<file path="src/hw/rtl/dq_pkg.sv">
// Shared constants, command and status codes, the controller state type and the
// controller-to-datapath command struct of the double-ended queue.
// Depends on nothing; every other file of the block imports it.
package dq_pkg;

   localparam int DEPTH      = 16;
   localparam int DATA_WIDTH = 32;
   localparam int IDX_W      = (DEPTH > 1) ? $clog2(DEPTH) : 1;
   localparam int CNT_W      = $clog2(DEPTH + 1);
   localparam int CMD_W      = 3;
   localparam int STAT_W     = 2;

   localparam logic [CMD_W-1:0] CMD_PUSH_FRONT = 3'd0;
   localparam logic [CMD_W-1:0] CMD_PUSH_BACK  = 3'd1;
   localparam logic [CMD_W-1:0] CMD_POP_FRONT  = 3'd2;
   localparam logic [CMD_W-1:0] CMD_POP_BACK   = 3'd3;
   localparam logic [CMD_W-1:0] CMD_CLEAR      = 3'd4;

   localparam logic [STAT_W-1:0] STAT_DONE  = 2'd0;
   localparam logic [STAT_W-1:0] STAT_EMPTY = 2'd1;
   localparam logic [STAT_W-1:0] STAT_FULL  = 2'd2;

   typedef enum logic [1:0] {
      S_IDLE,
      S_EXEC,
      S_LOOK,
      S_REPORT
   } state_type;

   typedef struct packed {
      logic load;
      logic exec;
      logic look;
   } dq_ctl_type;

   function automatic logic [IDX_W-1:0] idx_next(input logic [IDX_W-1:0] idx);
      return (idx == IDX_W'(DEPTH - 1)) ? '0 : idx + IDX_W'(1);
   endfunction

   function automatic logic [IDX_W-1:0] idx_prev(input logic [IDX_W-1:0] idx);
      return (idx == '0) ? IDX_W'(DEPTH - 1) : idx - IDX_W'(1);
   endfunction

endpackage

</file>
<file path="src/hw/rtl/dq_ctrl.sv">
// Controller state machine of the double-ended queue: sequences one request through
// load, execute, lookup and report. Depends on dq_pkg.
module dq_ctrl (
   input  logic               clock,
   input  logic               reset,
   input  logic               start,
   output logic               busy,
   output logic               rsp_valid,
   output dq_pkg::dq_ctl_type ctl
);
   import dq_pkg::*;

   state_type state_ff;
   state_type state_in;

   always_ff @(posedge clock) begin
      if (reset) begin
         state_ff <= S_IDLE;
      end else begin
         state_ff <= state_in;
      end
   end

   always_comb begin
      state_in = state_ff;
      unique case (state_ff)
         S_IDLE: begin
            if (start) begin
               state_in = S_EXEC;
            end
         end
         S_EXEC:   state_in = S_LOOK;
         S_LOOK:   state_in = S_REPORT;
         S_REPORT: state_in = S_IDLE;
         default:  state_in = S_IDLE;
      endcase
   end

   always_comb begin
      ctl       = '0;
      busy      = 1'b1;
      rsp_valid = 1'b0;
      unique case (state_ff)
         S_IDLE: begin
            busy     = 1'b0;
            ctl.load = start;
         end
         S_EXEC:   ctl.exec = 1'b1;
         S_LOOK:   ctl.look = 1'b1;
         S_REPORT: begin
            rsp_valid  = 1'b1;
         end
         default:  busy = 1'b1;
      endcase
   end

   // A result strobe always closes a request that passed through lookup.
   assert property (@(posedge clock) disable iff (reset)
      (state_ff == S_REPORT) |-> ($past(state_ff) == S_LOOK))
      else $error("report state not preceded by lookup");

   // An accepted request keeps the block busy on the following cycle.
   assert property (@(posedge clock) disable iff (reset)
      (start && !busy) |=> (busy && ctl.exec))
      else $error("accepted request did not start execution");

endmodule

</file>
<file path="src/hw/rtl/dq_datapath.sv">
// Datapath of the double-ended queue: ring memory, front and back pointers, word count
// and result registers, driven by the controller's command struct. Depends on dq_pkg.
module dq_datapath (
   input  logic                          clock,
   input  logic                          reset,
   input  dq_pkg::dq_ctl_type            ctl,
   input  logic [dq_pkg::CMD_W-1:0]      req_cmd,
   input  logic [dq_pkg::DATA_WIDTH-1:0] req_push_word,
   output logic [dq_pkg::STAT_W-1:0]     rsp_status,
   output logic [dq_pkg::DATA_WIDTH-1:0] rsp_popped_word,
   output logic [dq_pkg::DATA_WIDTH-1:0] rsp_front_word,
   output logic [dq_pkg::DATA_WIDTH-1:0] rsp_back_word,
   output logic [dq_pkg::CNT_W-1:0]      rsp_occupancy,
   output logic                          rsp_is_empty
);
   import dq_pkg::*;

   localparam int SUM_W = IDX_W + CNT_W;

   logic [DATA_WIDTH-1:0] ring_mem [DEPTH];

   logic [CMD_W-1:0]      cmd_ff;
   logic [DATA_WIDTH-1:0] word_ff;
   logic [IDX_W-1:0]      front_ff, front_in;
   logic [IDX_W-1:0]      back_ff, back_in;
   logic [CNT_W-1:0]      count_ff, count_in;
   logic [STAT_W-1:0]     status_ff, status_in;
   logic                  pop_ok_ff, pop_ok_in;
   logic [DATA_WIDTH-1:0] popped_ff;
   logic [DATA_WIDTH-1:0] rd_a_ff;
   logic [DATA_WIDTH-1:0] rd_b_ff;

   logic                  is_full;
   logic                  is_empty;
   logic                  wr_en;
   logic [IDX_W-1:0]      wr_addr;
   logic [IDX_W-1:0]      pop_addr;
   logic [IDX_W-1:0]      rd_a_addr;
   logic [IDX_W-1:0]      rd_b_addr;
   logic                  has_words;

   logic [SUM_W-1:0]      ring_sum;
   logic [SUM_W-1:0]      ring_wrap;

   assign is_full   = (count_ff == CNT_W'(DEPTH));
   assign is_empty  = (count_ff == '0);
   assign pop_addr  = (cmd_ff == CMD_POP_FRONT) ? front_ff : idx_prev(back_ff);
   assign rd_a_addr = ctl.exec ? pop_addr : front_ff;
   assign rd_b_addr = idx_prev(back_ff);

   always_comb begin
      front_in  = front_ff;
      back_in   = back_ff;
      count_in  = count_ff;
      status_in = status_ff;
      pop_ok_in = pop_ok_ff;
      wr_en     = 1'b0;
      wr_addr   = back_ff;
      if (ctl.exec) begin
         status_in = STAT_DONE;
         pop_ok_in = 1'b0;
         unique case (cmd_ff)
            CMD_PUSH_FRONT: begin
               if (is_full) begin
                  status_in = STAT_FULL;
               end else begin
                  front_in = idx_prev(front_ff);
                  wr_en    = 1'b1;
                  wr_addr  = idx_prev(front_ff);
                  count_in = count_ff + CNT_W'(1);
               end
            end
            CMD_PUSH_BACK: begin
               if (is_full) begin
                  status_in = STAT_FULL;
               end else begin
                  back_in  = idx_next(back_ff);
                  wr_en    = 1'b1;
                  wr_addr  = back_ff;
                  count_in = count_ff + CNT_W'(1);
               end
            end
            CMD_POP_FRONT: begin
               if (is_empty) begin
                  status_in = STAT_EMPTY;
               end else begin
                  front_in  = idx_next(front_ff);
                  count_in  = count_ff - CNT_W'(1);
                  pop_ok_in = 1'b1;
               end
            end
            CMD_POP_BACK: begin
               if (is_empty) begin
                  status_in = STAT_EMPTY;
               end else begin
                  back_in   = idx_prev(back_ff);
                  count_in  = count_ff - CNT_W'(1);
                  pop_ok_in = 1'b1;
               end
            end
            CMD_CLEAR: begin
               front_in = '0;
               back_in  = '0;
               count_in = '0;
            end
            default: begin
               status_in = STAT_DONE;
            end
         endcase
      end
   end

   always_ff @(posedge clock) begin
      if (reset) begin
         front_ff <= '0;
         back_ff  <= '0;
         count_ff <= '0;
      end else begin
         front_ff <= front_in;
         back_ff  <= back_in;
         count_ff <= count_in;
      end
   end

   always_ff @(posedge clock) begin
      status_ff <= status_in;
      pop_ok_ff <= pop_ok_in;
      if (ctl.load) begin
         cmd_ff  <= req_cmd;
         word_ff <= req_push_word;
      end
      if (ctl.look) begin
         popped_ff <= pop_ok_ff ? rd_a_ff : '0;
      end
   end

   always_ff @(posedge clock) begin
      if (wr_en) begin
         ring_mem[wr_addr] <= word_ff;
      end
      rd_a_ff <= ring_mem[rd_a_addr];
      rd_b_ff <= ring_mem[rd_b_addr];
   end

   assign has_words       = !is_empty;
   assign rsp_status      = status_ff;
   assign rsp_popped_word = popped_ff;
   assign rsp_front_word  = has_words ? rd_a_ff : '0;
   assign rsp_back_word   = has_words ? rd_b_ff : '0;
   assign rsp_occupancy   = count_ff;
   assign rsp_is_empty    = is_empty;

   assign ring_sum  = SUM_W'(front_ff) + SUM_W'(count_ff);
   assign ring_wrap = (ring_sum >= SUM_W'(DEPTH)) ? ring_sum - SUM_W'(DEPTH) : ring_sum;

   // The back pointer always sits count words past the front pointer around the ring.
   assert property (@(posedge clock) disable iff (reset)
      IDX_W'(ring_wrap) == back_ff)
      else $error("front pointer, back pointer and count disagree");

   assert property (@(posedge clock) disable iff (reset)
      count_ff <= CNT_W'(DEPTH))
      else $error("word count above capacity");

   // Queue state moves only as the result of an execute cycle.
   assert property (@(posedge clock) disable iff (reset)
      (!$past(reset) && !$past(ctl.exec)) |->
         ($stable(count_ff) && $stable(front_ff) && $stable(back_ff)))
      else $error("queue state changed outside an execute cycle");

endmodule

</file>
<file path="src/hw/rtl/double_ended_queue.sv">
// Each request goes through capture, then execute (update the pointers, write the ring
// memory and issue the pop read), then lookup (read the front and back words through
// the memory's two registered read ports), then report, with rsp_valid high. busy is
// high from the cycle after start is taken until the result cycle ends, so no new
// request is taken before the last result. Each result is shown for exactly one cycle
// and cannot be held off. Top level; depends on dq_pkg, dq_ctrl and dq_datapath.
module double_ended_queue (
   input  logic                          clock,
   input  logic                          reset,
   input  logic                          start,
   output logic                          busy,
   input  logic [dq_pkg::CMD_W-1:0]      req_cmd,
   input  logic [dq_pkg::DATA_WIDTH-1:0] req_push_word,
   output logic                          rsp_valid,
   output logic [dq_pkg::STAT_W-1:0]     rsp_status,
   output logic [dq_pkg::DATA_WIDTH-1:0] rsp_popped_word,
   output logic [dq_pkg::DATA_WIDTH-1:0] rsp_front_word,
   output logic [dq_pkg::DATA_WIDTH-1:0] rsp_back_word,
   output logic [dq_pkg::CNT_W-1:0]      rsp_occupancy,
   output logic                          rsp_is_empty
);
   import dq_pkg::*;

   dq_ctl_type ctl;

   dq_ctrl u_ctrl (
      .clock     (clock),
      .reset     (reset),
      .start     (start),
      .busy      (busy),
      .rsp_valid (rsp_valid),
      .ctl       (ctl)
   );

   dq_datapath u_datapath (
      .clock           (clock),
      .reset           (reset),
      .ctl             (ctl),
      .req_cmd         (req_cmd),
      .req_push_word   (req_push_word),
      .rsp_status      (rsp_status),
      .rsp_popped_word (rsp_popped_word),
      .rsp_front_word  (rsp_front_word),
      .rsp_back_word   (rsp_back_word),
      .rsp_occupancy   (rsp_occupancy),
      .rsp_is_empty    (rsp_is_empty)
   );

endmodule
</file>
<file path="config.mk">
export PLATFORM = sky130hd
export DESIGN_NAME = double_ended_queue
export DESIGN_NICKNAME = d
export VERILOG_FILES = /design/src/hw/rtl/dq_pkg.sv /design/src/hw/rtl/dq_ctrl.sv /design/src/hw/rtl/dq_datapath.sv /design/src/hw/rtl/double_ended_queue.sv
export SDC_FILE = /design/constraint.sdc
export NUM_CORES = 1
export LEC_CHECK = 0
export BUFFER_PORTS_ARGS = -buffer_cell sky130_fd_sc_hd__buf_2
export CAP_MARGIN = 15
export CORE_MARGIN = 1.5
export CORE_UTILIZATION = 45
export DETAILED_ROUTE_END_ITERATION = 12
export PLACE_DENSITY_LB_ADDON = 0.1
export SETUP_SLACK_MARGIN = 0.4
export SLEW_MARGIN = 20
export SYNTH_ARGS = -nofsm -noshare
export SYNTH_HDL_FRONTEND = slang
export SYNTH_SLANG_ARGS = --single-unit
</file>
<file path="constraint.sdc">
create_clock -name clock -period 4.7 [get_ports clock]
set_input_delay 0.47 -clock clock [delete_from_list [all_inputs] [get_ports clock]]
set_output_delay 0.47 -clock clock [all_outputs]
set_load 0.02 [all_outputs]
</file>
==> results.md, run 1 <==
- The detailed router's first-iteration violation count is 1782.
- The total wire length after detailed routing is 83000 um.
- In this run the deepest clock path goes through 3 buffers.
- The initial utilization of the core area, before any placement, comes to 0.457.
- The number of distinct library cells after synthesis is 64.
- The setup total negative slack is 0 ns.
- The fraction of layout instances using a drive strength above 1 is 0.246.
- The tree built by TritonCTS fans out to 661 sinks.
- Once detailed placement completed, the half-perimeter wirelength came to 45500 um.
- Based on the critical path, the design can be clocked at up to 273 MHz.
- Among all flip-flop cells after synthesis, the most frequent one is sky130_fd_sc_hd__edfxtp_1.
- The overall routing resource usage is 0.249.
- The critical path contains buffers and inverters numbering 5 combined.
- The element type at the critical path end is a flop.
- The number of ports placed on the die boundary is 144.
- The final max-slew violation count came to 0.
- The final worst hold slack is 0.0298 ns.
- The share of synthesized area occupied by flip-flops and latches is 0.646.
- In this design, the critical path's most frequently occurring cell is sky130_fd_sc_hd__buf_4.
- In the finished design, the share of the clock period the worst path needs comes to 0.779.
- Setup repair after global routing left no endpoint under its margin.
- The number of post-CTS setup repair buffers is 0.
- Along the worst hold path, the cell count comes to 1.
- Counting every net in the synthesized netlist gives 1915.
- The number of H-tree levels is 3.
- The relative slew slack is 0.330.
- The total of flip-flops plus latches after synthesis is 661.
- In this run the vertical extent of the chip is 259 um.
- By startpoint and endpoint, the worst setup path is classified as reg -> reg.
- The CTS tree is built.
- The die width is 259 um.
- The number of cells on the worst reg-to-reg path is 11.
- IR analysis of the VDD net gives a maximum drop of 0.000350 V.
- In this run the power density over the cells is 592 nW/um^2.
- After synthesis the cells add up to 29500 sq um.
- The detailed-route via count is 18115.
- In this run the tool buffered the top-level ports with 143 buffer cells.
- In this run the worst path has a maximum fanout of 13.
- The first global-routing pass estimated 122000 um of wire.
- The cell sitting at the root of the clock tree is a sky130_fd_sc_hd__clkbuf_16.
- The data required time at the worst endpoint is 5.02 ns.
- For the pin with the worst max-slew slack, the measured transition is 1.01 ns.
- After synthesis, the mean cell area works out to 15.8 sq um.
- The class of the most critical hold timing path is in -> reg.
- The synthesized netlist cell count is 1864.
- In the final design database the tool counted 2055 nets.
- After detailed routing, the number of remaining DRC violations is 0.
- The repair_antennas step left the layout with diodes totalling 0.
- The design draws 20.3 mW.
- The via count of the first global-routing pass is 18272.
- Counting the fill cells in the layout gives 5254.
- The core footprint is 64600 sq um.
- At the worst endpoint, the arrival time is 3.98 ns.
- The worst path needs 3.66 ns of the cycle, external delays included.
- The number of rows created at floorplan is 93.
- The maximum number of pins on one net before global-route repair is 124.
- The clock reaches the later pin of the worst-skew pair after 0.62 ns.
- The area growth from synthesis to layout is 16.1%.
- The global route total overflow is 0.
- The slowest cell on the critical path is sky130_fd_sc_hd__nor2_4.
- The run finished with clean final reports.
- The area occupied by multi-input gates is 9980 sq um.
- After synthesis, the share of flip-flops with an asynchronous set or reset is 0.
- After clock tree synthesis, the clock-pin slew on the worst setup and hold paths is 0.06 ns.
- The routed via count divided by cell count is 6.21.
- The signal on the critical path passes through inv_1 -> ha_1 -> buf_4 -> inv_1 -> a2111oi_0 -> buf_4 -> nor2b_1 -> mux2i_1 -> nand2_1 -> nor2_4 -> buf_4.
- The floorplan step defined a die boundary enclosing 67100 sq um.
- The number of clock buffers inserted by TritonCTS is 72.
- Setup violations remaining at the end of the flow were counted as 0.
- The number of violations of the max-capacitance limit is 0.
- The critical path runs through a total of 11 cells.
- Across the whole layout, storage elements account for 19100 sq um.
- The count of endpoints failing hold in the final timing report is 0.
- Summed over all cells, the static leakage comes to 12.3 nW.
- STA classifies the critical path startpoint as a flop.
- The critical path's largest stage delay is 0.58 ns.
- The weighted congestion at the end of routability-driven global placement is 0.792.
- The initial antenna violation count is 2.
- The Yosys step of the flow raised 0 warnings.
- The clock arrives with 0.0253 ns of skew.
- The number of flops mapped to enable cells by yosys is 582.
- The detail route stage leaves a number of antenna-violating nets equal to 0.
- The number of optimization iterations in the first detailed-route pass is 5.
- In this design, the largest share of critical-path delay is due to simple AND/OR/NAND/NOR gates.
- The routed length per instance is 28.5 um.
placed cells by master (no fill, tap or decap), drive strengths merged, types with 37 or more instances in the layout:
cell and instances:
nor2b 67, buf 213, clkbuf 100, mux4 146, dfxtp 79, mux2i 159, nand2 45, and2 37
edfxtp 582, and3 130, nor2 37, a211oi 247
final timing paths:
| check | startpoint | end | slack, ns |
|---|---|---|---|
| hold reg to reg | u_ctrl.state_ff[1]$_SDFFE_PP0P_ | u_ctrl.state_ff[1]$_SDFFE_PP0P_ | 0.51 |
| setup reg to reg | u_ctrl.state_ff[1]$_SDFFE_PP0P_ | u_datapath.ring_mem[10][8]$_DFFE_PP_ | 1.04 |
| setup / recovery | u_ctrl.state_ff[1]$_SDFFE_PP0P_ | u_datapath.ring_mem[10][8]$_DFFE_PP_ | 1.04 |
| hold / removal | req_push_word[26] | u_datapath.word_ff[26]$_DFFE_PP_ | 0.03 |
power breakdown:
part / internal [mW] / total [mW] / switching [mW]
registers: 7.21 / 7.72 / 0.514
logic: 2.52 / 6.56 / 4.04
clock network: 3.69 / 6.01 / 2.31
stage by stage:
stage          worst slack [ns]  instance area, sq um  std cells   util
2_1_floorplan             0.538                 29500       1864      -
3_3_place_gp               1.17                 31700       2778  0.490
3_5_place_dp               1.04                 31700       2778  0.490
4_1_cts                    1.01                 34300       2918  0.531
5_1_grt                   0.779                 34300       2918  0.531
6_report                   1.04                 34300       2918  0.531
worst reg2reg max path, cell delays in order (launching register included):
cell,delay [ns]
sky130_fd_sc_hd__dfxtp_1,0.34
sky130_fd_sc_hd__inv_1,0.11
sky130_fd_sc_hd__ha_1,0.15
sky130_fd_sc_hd__buf_4,0.19
sky130_fd_sc_hd__inv_1,0.14
sky130_fd_sc_hd__a2111oi_0,0.48
sky130_fd_sc_hd__buf_4,0.22
sky130_fd_sc_hd__nor2b_1,0.35
sky130_fd_sc_hd__mux2i_1,0.29
sky130_fd_sc_hd__nand2_1,0.27
sky130_fd_sc_hd__nor2_4,0.58
sky130_fd_sc_hd__buf_4,0.27
cell families after synthesis:
kind of cell             Yosys count  synth area share
multiplexers                     310             0.167
AND/OR/NAND/NOR                  384            0.0762
XOR/XNOR                           6           0.00178
buffers and inverters            165            0.0229
AO/OA/AOI/OAI                    325            0.0800
flip-flops                       661             0.646
adder cells (fa/ha/maj)           13           0.00577
flip-flops by register name, summed over array words and instances (netlist names):
| register | count |
|---|---|
| u_datapath.pop_ok_ff | 1 |
| u_datapath.rsp_occupancy | 5 |
| u_datapath.back_ff | 4 |
| u_datapath.rsp_status | 2 |
| u_datapath.rd_a_ff | 32 |
| u_datapath.ring_mem | 512 |
| u_datapath.front_ff | 4 |
| u_datapath.rsp_popped_word | 32 |
| u_datapath.cmd_ff | 3 |
| u_ctrl.state_ff | 2 |
| u_datapath.rd_b_ff | 32 |
| u_datapath.word_ff | 32 |
synthesized netlist by cell type (11+ instances only):
cell                       number  area [sq um]
sky130_fd_sc_hd__mux4_2       146          3290
sky130_fd_sc_hd__mux2i_1      159          1590
sky130_fd_sc_hd__or4_1         30           225
sky130_fd_sc_hd__nand2_1       45           169
sky130_fd_sc_hd__clkbuf_1     110           413
sky130_fd_sc_hd__buf_2         27           135
sky130_fd_sc_hd__nor2_1        37           139
sky130_fd_sc_hd__buf_1         12          45.0
sky130_fd_sc_hd__and2_1        37           231
sky130_fd_sc_hd__nor2b_1       67           419
sky130_fd_sc_hd__dfxtp_1       79          1580
sky130_fd_sc_hd__ha_1          12           150
sky130_fd_sc_hd__and3_1       130           813
sky130_fd_sc_hd__a211oi_1     246          1850
sky130_fd_sc_hd__o21ai_0       13          65.1
sky130_fd_sc_hd__inv_1         11          41.3
sky130_fd_sc_hd__edfxtp_1     582         17500
sky130_fd_sc_hd__a21oi_1       28           140
timing repair:
item | CTS | global route
hold buffers | 7 | 0
endpoints found under the hold margin | 7 | 0
resized for setup | 0 | 0
routing by layer:
metal | global-route usage | share of wire | routed length (um) | vias to the layer above
met4 | 0.0861 | 0.026 | 2180 | 0
met3 | 0.0336 | 0.062 | 5130 | 134
met1 | 0.349 | 0.43 | 36000 | 9436
met2 | 0.401 | 0.48 | 39800 | 679
met5 | 0 | 0 | 0 | -
li1 | - | - | - | 7866
area by class of cell:
| cell class | count | share of cell area |
|---|---|---|
| Sequential cell | 661 | 0.556 |
| Timing Repair Buffer | 220 | 0.0463 |
| Tap cell | 855 | 0.0312 |
| Multi-Input combinational cell | 1038 | 0.291 |
| Clock inverter | 33 | 0.0135 |
| Inverter | 11 | 0.00120 |
| Clock buffer | 100 | 0.0605 |
Note: power is estimated with default switching activity, not from simulation.
==> inputs of run 2 (changes only) <==
clock period = 3.4 ns   (was 4.7 ns; I/O delays follow)
==> results.md, run 2 (synthesis gave the netlist of run 1 again) <==
- Outcome: finished, final reports clean (unchanged).
- The most numerous cell on the critical path is sky130_fd_sc_hd__buf_4 (unchanged).
- The final layout net count is 2127 (was 2055).
- The data required time at the worst endpoint came to 3.85 ns (was 5.02 ns).
- The relative slew slack came to 0.445 (was 0.330).
- The wire length of the first global-routing pass is 122000 um (about the same).
- The combinational group share of total power was 0.351 (was 0.323).
- The final worst clock skew is 0.0238 ns (was 0.0253 ns).
- The element type at the critical path end was a flop (unchanged).
- The port buffer count is 143 (unchanged).
- The estimated wirelength of the detail-placed design is 45900 um (was 45500 um).
- The core footprint is 64600 sq um (unchanged).
- The via count of the first global-routing pass was 18307 (was 18272).
- The relative contribution of the clock network to total power is 0.267 (was 0.296).
- The switching power is 9.58 mW (was 6.87 mW).
- The leakage power of the design is 12.6 nW (was 12.3 nW).
- The die width is 259 um (unchanged).
- The count of antenna-violating nets left after detailed routing is 0 (unchanged).
- The routed length per instance was 27.9 um (was 28.5 um).
- The overall routing resource usage was 0.248 (was 0.249).
- The share of the clock period used by the worst path after layout is 0.857 (was 0.779).
- The ratio of total power to cell area is 794 nW/um^2 (was 592 nW/um^2).
- The critical path start-end classification is reg -> reg (unchanged).
- The overall power is 27.8 mW (was 20.3 mW).
- RSZ-0062 raised after global routing: false (unchanged).
- The worst path buffer plus inverter count came to 3 (was 5).
- The commonest non-fill, non-tap cell in the layout is sky130_fd_sc_hd__edfxtp_1 (unchanged).
- The element type at the critical path start is a flop (unchanged).
- The die span in y is 259 um (unchanged).
- The relative contribution of sequential cells to total power is 0.382 (was 0.380).
- The weighted congestion at the end of routability-driven global placement is 0.794 (was 0.792).
- The total DRC errors in the routed layout is 0 (unchanged).
- The utilization after layout came to 0.542 (was 0.531).
- The switching fraction of total power is 0.344 (was 0.339).
- The number of optimization iterations in the first detailed-route pass is 5 (unchanged).
- The detailed router's first-iteration violation count is 1682 (was 1782).
- The kind of cell adding the most delay to the critical path is simple AND/OR/NAND/NOR gates (unchanged).
- The initial antenna violation count was 0 (was 2).
- The number of clock buffers inserted by TritonCTS is 71 (was 72).
- The largest register by flop count was u_datapath.ring_mem (unchanged).
- The clock tree root buffer cell is sky130_fd_sc_hd__clkbuf_16 (unchanged).
- The critical path's largest stage delay is 0.63 ns (was 0.58 ns).
- The internal cell power was 18.2 mW (was 13.4 mW).
- The global route total overflow is 0 (unchanged).
- The signed area change from the synthesized netlist to the final layout is 18.7% (was 16.1%).
- The CTS tree was built (unchanged).
- Highest-count cells in the layout ignoring fill and taps: sky130_fd_sc_hd__edfxtp_1 (582), sky130_fd_sc_hd__a211oi_1 (243), sky130_fd_sc_hd__mux2i_1 (157) (was sky130_fd_sc_hd__edfxtp_1 (582), sky130_fd_sc_hd__a211oi_1 (246), sky130_fd_sc_hd__mux2i_1 (159)).
- The count of endpoints failing hold in the final timing report came to 0 (unchanged).
- The highest achievable clock rate is 343 MHz (was 273 MHz).
- The largest voltage drop on the vdd net is 0.000440 V (was 0.000350 V).
- The routed via count divided by cell count is 6.12 (was 6.21).
- The maximum clock path buffer count is 3 (unchanged).
- The number of rows created at floorplan is 93 (unchanged).
- The diode insertion count for antenna repair is 0 (unchanged).
- The class of the most critical hold timing path is in -> reg (unchanged).
- The detailed-route via count is 18282 (was 18115).
- The area of the die was 67100 sq um (unchanged).
- The largest fanout on the critical path is 19 (was 13).
- The insertion delay of the later-clocked pin in the worst-skew pair came to 0.62 ns (about the same).
- The total wire length after detailed routing is 83200 um (was 83000 um).
- The worst path arrival time was 3.36 ns (was 3.98 ns).
- The number of H-tree levels is 3 (unchanged).
- The clock-pin slew reported for the worst setup and hold paths after clock tree synthesis is 0.05 ns (was 0.06 ns).
- The flip-flop count of the largest register after layout is 512 (unchanged).
- The fraction of layout instances using a drive strength above 1 is 0.261 (was 0.246).
- The setup total negative slack came to 0 ns (unchanged).
- The slowest cell on the critical path was sky130_fd_sc_hd__or4_1 (was sky130_fd_sc_hd__nor2_4).
- The number of violations of the max-capacitance limit is 0 (unchanged).
- The final worst hold slack is 0.0560 ns (was 0.0298 ns).
- The final max-slew violation count is 0 (unchanged).
- The minimum period implied by the final worst setup slack is 2.92 ns (was 3.66 ns).
- The initial standard-cell utilization of the core came to 0.457 (unchanged).
- The setup violation total in the final timing report is 0 (unchanged).
- Critical path cell sequence: buf_4 -> nor3b_2 -> buf_4 -> nor3_1 -> nor2_1 -> nand2_1 -> buf_12 -> a211oi_1 -> or4_1 (was inv_1 -> ha_1 -> buf_4 -> inv_1 -> a2111oi_0 -> buf_4 -> nor2b_1 -> mux2i_1 -> nand2_1 -> nor2_4 -> buf_4).
- The clock sink count came to 661 (unchanged).
- The maximum number of pins on one net before global-route repair is 124 (unchanged).
- The measured slew at the worst slew-check pin is 0.833 ns (was 1.01 ns).
- The number of ports placed on the die boundary was 144 (unchanged).
==> run 2: through the flow <==
stage	std cells	area (sq um)	setup slack, ns
after floorplan	1864	29700	0.421
after global placement	2806	32100	0.242
after detailed placement	2806	32100	0.149
after CTS	2974	34800	0.402
after global routing	2986	35000	0.402
final	2986	35000	0.485
==> run 2: worst paths after layout <==
| check | startpoint | slack, ns | endpoint | cells after the start |
|---|---|---|---|---|
| worst max-delay path | u_datapath.cmd_ff[1]$_DFFE_PP_ | 0.48 | u_datapath.rd_a_ff[28]$_DFF_P_ | 9 |
| worst min-delay path | start | 0.06 | u_ctrl.state_ff[1]$_SDFFE_PP0P_ | 4 |
| worst max register to register | u_datapath.cmd_ff[1]$_DFFE_PP_ | 0.48 | u_datapath.rd_a_ff[28]$_DFF_P_ | 9 |
| worst min register to register | u_ctrl.state_ff[1]$_SDFFE_PP0P_ | 0.52 | u_ctrl.state_ff[1]$_SDFFE_PP0P_ | 2 |
==> run 2: tightest hold or removal path, stage by stage <==
cell,delay [ns]
sky130_fd_sc_hd__buf_2,0.09
sky130_fd_sc_hd__nor2_1,0.06
sky130_fd_sc_hd__nand2_1,0.06
sky130_fd_sc_hd__a21oi_1,0.05
==> run 2: power groups by stage <==
stage	clock (mW)	combinational, mW	sequential (mW)
3_5_place_dp	0	9.43	10.8
6_report	7.43	9.77	10.6
3_3_place_gp	0	9.35	10.8
5_1_grt	7.86	10.4	10.7
2_1_floorplan	0	6.12	10.6
4_1_cts	7.57	9.60	10.6
==> run 2: cell type report <==
cell class | count | area (sq um)
Fill cell | 5176 | 29600
Sequential cell | 661 | 19100
Multi-Input combinational cell | 1039 | 10100
Timing Repair Buffer | 292 | 2550
Clock buffer | 99 | 1960
Tap cell | 855 | 1070
Clock inverter | 29 | 264
Inverter | 11 | 41.3
==> run 2: repair_timing <==
action                                 4_1_cts  5_1_grt
endpoints found under the hold margin       35        0
buffers inserted                             3       11
pin swaps                                    1        1
setup endpoints to repair                   32      372
cloned                                       2        1
hold buffers                                35        0
gates resized for setup                      5       17
==> run 2: per-layer routing <==
| metal | global-route usage | up-vias | part of all wire |
|---|---|---|---|
| li1 | - | 8008 | - |
| met1 | 0.340 | 9453 | 0.43 |
| met2 | 0.406 | 666 | 0.48 |
| met3 | 0.0346 | 155 | 0.054 |
| met4 | 0.0921 | 0 | 0.033 |
| met5 | 0 | - | 0 |
==> inputs of run 3 (changes only) <==
ABC_AREA = 1   (was default)
==> results.md, run 3 <==
- Outcome: finished, final reports clean (unchanged).
- The initial antenna violation count is 0 (unchanged).
- The most numerous cell in the Yosys netlist is sky130_fd_sc_hd__nand3_1 (was sky130_fd_sc_hd__edfxtp_1).
- The die span in y is 271 um (was 259 um).
- The estimated wirelength of the detail-placed design is 54800 um (was 45900 um).
- The most numerous cell on the critical path is sky130_fd_sc_hd__nand2_1 (was sky130_fd_sc_hd__buf_4).
- The slowest cell on the critical path is sky130_fd_sc_hd__clkinv_1 (was sky130_fd_sc_hd__or4_1).
- The relative slew slack is 0.208 (was 0.445).
- The clock-pin slew reported for the worst setup and hold paths after clock tree synthesis is 0.06 ns (was 0.05 ns).
- The predominant post-synthesis flop cell was sky130_fd_sc_hd__edfxtp_1 (unchanged).
- The overall routing resource usage came to 0.270 (was 0.248).
- The fraction of layout instances using a drive strength above 1 is 0.101 (was 0.261).
- The insertion delay of the later-clocked pin in the worst-skew pair was 0.62 ns (about the same).
- The number of flops mapped to enable cells by yosys was 582 (unchanged).
- RSZ-0062 raised after global routing: false (unchanged).
- The cell depth of the worst setup path came to 11 (was 9).
- The number of optimization iterations in the first detailed-route pass is 8 (was 5).
- The number of ports placed on the die boundary is 144 (unchanged).
- The highest achievable clock rate is 353 MHz (was 343 MHz).
- The number of rows created at floorplan is 98 (was 93).
- The detailed router's first-iteration violation count is 2505 (was 1682).
- The leakage power of the design is 16.1 nW (was 12.6 nW).
- The net count of the mapped netlist was 3573 (was 1915).
- The overall power is 33.4 mW (was 27.8 mW).
- The share of the clock period used by the worst path after layout is 0.834 (was 0.857).
- The worst path buffer plus inverter count is 3 (unchanged).
- The element type at the critical path start is a flop (unchanged).
- The total wire length after detailed routing is 100000 um (was 83200 um).
- The wire length of the first global-routing pass is 151000 um (was 122000 um).
- The count of antenna-violating nets left after detailed routing is 0 (unchanged).
- The measured slew at the worst slew-check pin is 1.19 ns (was 0.833 ns).
- The data required time at the worst endpoint is 3.89 ns (was 3.85 ns).
- The weighted congestion at the end of routability-driven global placement is 0.849 (was 0.794).
- The detailed-route via count is 26023 (was 18282).
- The termination of the worst setup path is u_datapath.rd_a_ff[11]$_DFF_P_ (was u_datapath.rd_a_ff[28]$_DFF_P_).
- The critical path's largest stage delay is 0.61 ns (was 0.63 ns).
- The internal reg-to-reg setup slack was 0.56 ns (was 0.48 ns).
- The number of post-CTS setup repair buffers is 0 (was 3).
- The final worst clock skew is 0.0218 ns (was 0.0238 ns).
- The global route total overflow is 0 (unchanged).
- The signed area change from the synthesized netlist to the final layout was 14.3% (was 18.7%).
- The kind of cell adding the most delay to the critical path is buffers and inverters (was simple AND/OR/NAND/NOR gates).
- The die width came to 271 um (was 259 um).
- The count of endpoints failing hold in the final timing report is 0 (unchanged).
- The terminus of the critical flop-to-flop path is u_datapath.rd_a_ff[11]$_DFF_P_ (was u_datapath.rd_a_ff[28]$_DFF_P_).
- The maximum clock path buffer count was 3 (unchanged).
- The number of clock buffers inserted by TritonCTS came to 74 (was 71).
- Biggest area contributors in the synthesized netlist: sky130_fd_sc_hd__edfxtp_1 (54%), sky130_fd_sc_hd__nand3_1 (12%), sky130_fd_sc_hd__nand2_1 (7.6%) (was sky130_fd_sc_hd__edfxtp_1 (59%), sky130_fd_sc_hd__mux4_2 (11%), sky130_fd_sc_hd__a211oi_1 (6.3%)).
- The final layout net count was 3659 (was 2127).
- The synthesized netlist cell count came to 3522 (was 1864).
- Critical path cell sequence: inv_2 -> ha_2 -> nand2_1 -> nand2_1 -> nand2_1 -> o21ai_4 -> o21ai_4 -> clkinv_1 -> buf_4 -> nand3_1 -> nand2_1 (was buf_4 -> nor3b_2 -> buf_4 -> nor3_1 -> nor2_1 -> nand2_1 -> buf_12 -> a211oi_1 -> or4_1).
- The number of placed instances, taps included is 4447 (was 2806).
- The via count of the first global-routing pass is 25524 (was 18307).
- The top cell type by total area after synthesis is sky130_fd_sc_hd__edfxtp_1 (unchanged).
- The share of synthesized area occupied by flip-flops and latches is 0.588 (was 0.646).
- The commonest non-fill, non-tap cell in the layout is sky130_fd_sc_hd__nand3_1 (was sky130_fd_sc_hd__edfxtp_1).
- The number of H-tree levels is 3 (unchanged).
- The port buffer count is 143 (unchanged).
- The class of the most critical hold timing path is in -> reg (unchanged).
- The routed via count divided by cell count is 5.64 (was 6.12).
- The largest fanout on the critical path was 17 (was 19).
- The setup total negative slack is 0 ns (unchanged).
- The core footprint is 71400 sq um (was 64600 sq um).
- The final max-slew violation count is 0 (unchanged).
- The element type at the critical path end was a flop (unchanged).
- The fraction of synthesized cell area taken by the top area cell type is 0.539 (was 0.592).
- The largest voltage drop on the vdd net was 0.00126 V (was 0.000440 V).
- The routed length per instance is 21.8 um (was 27.9 um).
- Highest-count cells in the layout ignoring fill and taps: sky130_fd_sc_hd__nand3_1 (792), sky130_fd_sc_hd__nand2_1 (659), sky130_fd_sc_hd__inv_1 (582), sky130_fd_sc_hd__edfxtp_1 (582), sky130_fd_sc_hd__o21ai_0 (165) (was sky130_fd_sc_hd__edfxtp_1 (582), sky130_fd_sc_hd__a211oi_1 (243), sky130_fd_sc_hd__mux2i_1 (157)).
- The total of warnings raised by yosys came to 0 (unchanged).
- Commonest cells in the netlist: sky130_fd_sc_hd__nand3_1 (792), sky130_fd_sc_hd__nand2_1 (660), sky130_fd_sc_hd__inv_1 (586), sky130_fd_sc_hd__edfxtp_1 (582), sky130_fd_sc_hd__o21ai_0 (165) (was sky130_fd_sc_hd__edfxtp_1 (582), sky130_fd_sc_hd__a211oi_1 (246), sky130_fd_sc_hd__mux2i_1 (159), sky130_fd_sc_hd__mux4_2 (146), sky130_fd_sc_hd__and3_1 (130)).
- The setup violation total in the final timing report is 0 (unchanged).
- The ratio of total power to cell area is 902 nW/um^2 (was 794 nW/um^2).
- The post-synthesis instance area came to 32400 sq um (was 29500 sq um).
- The minimum period implied by the final worst setup slack is 2.84 ns (was 2.92 ns).
- The total DRC errors in the routed layout came to 0 (unchanged).
- The fraction of synthesis flops using an asynchronous set or reset pin came to 0 (unchanged).
- The total of flip-flops plus latches after synthesis came to 661 (unchanged).
- The worst path arrival time is 3.32 ns (was 3.36 ns).
- The flip-flop count of the largest register after layout is 512 (unchanged).
- The area of the die is 73600 sq um (was 67100 sq um).
- The worst setup path startpoint is u_datapath.back_ff[0]$_SDFFE_PP0P_ (was u_datapath.cmd_ff[1]$_DFFE_PP_).
- The initial standard-cell utilization of the core is 0.454 (was 0.457).
- The clock tree root buffer cell is sky130_fd_sc_hd__clkbuf_16 (unchanged).
- The number of cells traversed by the worst hold path is 3 (was 4).
- The number of violations of the max-capacitance limit was 0 (unchanged).
- The largest register by flop count is u_datapath.ring_mem (unchanged).
- The number of cells on the worst reg-to-reg path is 11 (was 9).
- The CTS tree was built (unchanged).
- The synthesized area per cell is 9.20 sq um (was 15.8 sq um).
- The count of non-filler cells in the finished layout was 4617 (was 2986).
- The clock sink count is 661 (unchanged).
- The number of distinct library cells after synthesis is 34 (was 64).
- The diode insertion count for antenna repair was 0 (unchanged).
- The start of the worst register-to-register path is u_datapath.back_ff[0]$_SDFFE_PP0P_ (was u_datapath.cmd_ff[1]$_DFFE_PP_).
- The critical path start-end classification is reg -> reg (unchanged).
- The maximum number of pins on one net before global-route repair is 204 (was 124).
-- run 3: cell type report --
cell class / count / area (sq um)
fillers: 6416 / 34300
flip-flops and latches: 661 / 19100
multi-input cells: 2024 / 10100
inverters: 596 / 2250
clock buffers: 105 / 2100
repair buffers: 251 / 2050
well taps: 950 / 1190
clock inverters: 30 / 302
-- run 3: cells by family (layout without fill, tap and decap cells) --
logic type / Yosys count / count (layout) / synth area share
and+or+nand+nor: 1550 / 1550 / 0.218
buffers and inverters: 837 / 982 / 0.106
DFF: 661 / 661 / 0.588
AOI/OAI and AO/OA: 454 / 454 / 0.0809
adders and majority gates: 13 / 13 / 0.00525
xor gates and xnor gates: 7 / 7 / 0.00189
-- run 3: worst register-to-register path, cell delays in order, from the launching register on --
cell                       delay [ns]
sky130_fd_sc_hd__dfxtp_1         0.47
sky130_fd_sc_hd__inv_2           0.11
sky130_fd_sc_hd__ha_2            0.23
sky130_fd_sc_hd__nand2_1         0.07
sky130_fd_sc_hd__nand2_1         0.04
sky130_fd_sc_hd__nand2_1         0.10
sky130_fd_sc_hd__o21ai_4         0.23
sky130_fd_sc_hd__o21ai_4         0.22
sky130_fd_sc_hd__clkinv_1        0.61
sky130_fd_sc_hd__buf_4           0.48
sky130_fd_sc_hd__nand3_1         0.11
sky130_fd_sc_hd__nand2_1         0.07
-- run 3: worst min-delay path by stage --
stage	startpoint	endpoint
final	start	u_ctrl.state_ff[1]$_SDFFE_PP0P_
after global routing	reset	u_datapath.rsp_occupancy[3]$_SDFFE_PP0P_
after CTS	start	u_ctrl.state_ff[1]$_SDFFE_PP0P_
after detailed placement	u_datapath.rd_a_ff[2]$_DFF_P_	u_datapath.rsp_popped_word[2]$_SDFFCE_PN0P_
after global placement	u_datapath.rsp_occupancy[3]$_SDFFE_PP0P_	u_datapath.rsp_occupancy[3]$_SDFFE_PP0P_
after floorplan	req_cmd[0]	u_datapath.cmd_ff[0]$_DFFE_PP_
-- run 3: timing repair --
item / in CTS / in global routing
resized for setup: 1 / 5
hold buffers: 35 / 0
endpoints found under the hold margin: 35 / 0
setup endpoints to repair: 34 / 107
pin swaps: 0 / 0
-- run 3: per-stage QoR --
stage	hold slack, ns	setup slack, ns	instance area, sq um	util
2_1_floorplan	0.439	0.0281	32400	-
3_3_place_gp	0.493	0.642	34300	0.480
3_5_place_dp	0.501	0.590	34300	0.480
4_1_cts	0.0423	0.556	37000	0.519
5_1_grt	0.106	0.414	37100	0.519
6_report	0.0681	0.565	37100	0.519
-- run 3: routing by layer --
layer	GRT usage	part of all wire	wire, um	vias up
met3	0.0430	0.079	7960	248
met2	0.445	0.47	47400	1216
li1	-	-	-	12062
met1	0.353	0.41	41600	12497
met5	0	0	0	-
met4	0.115	0.035	3540	0
-- run 3: where the power goes --
group,leakage (nW),internal [mW],switching (mW)
sequential,5.93,10.1,0.793
combinational,9.03,4.25,10.4
clock,1.17,4.70,3.25
total,16.1,19.0,14.4
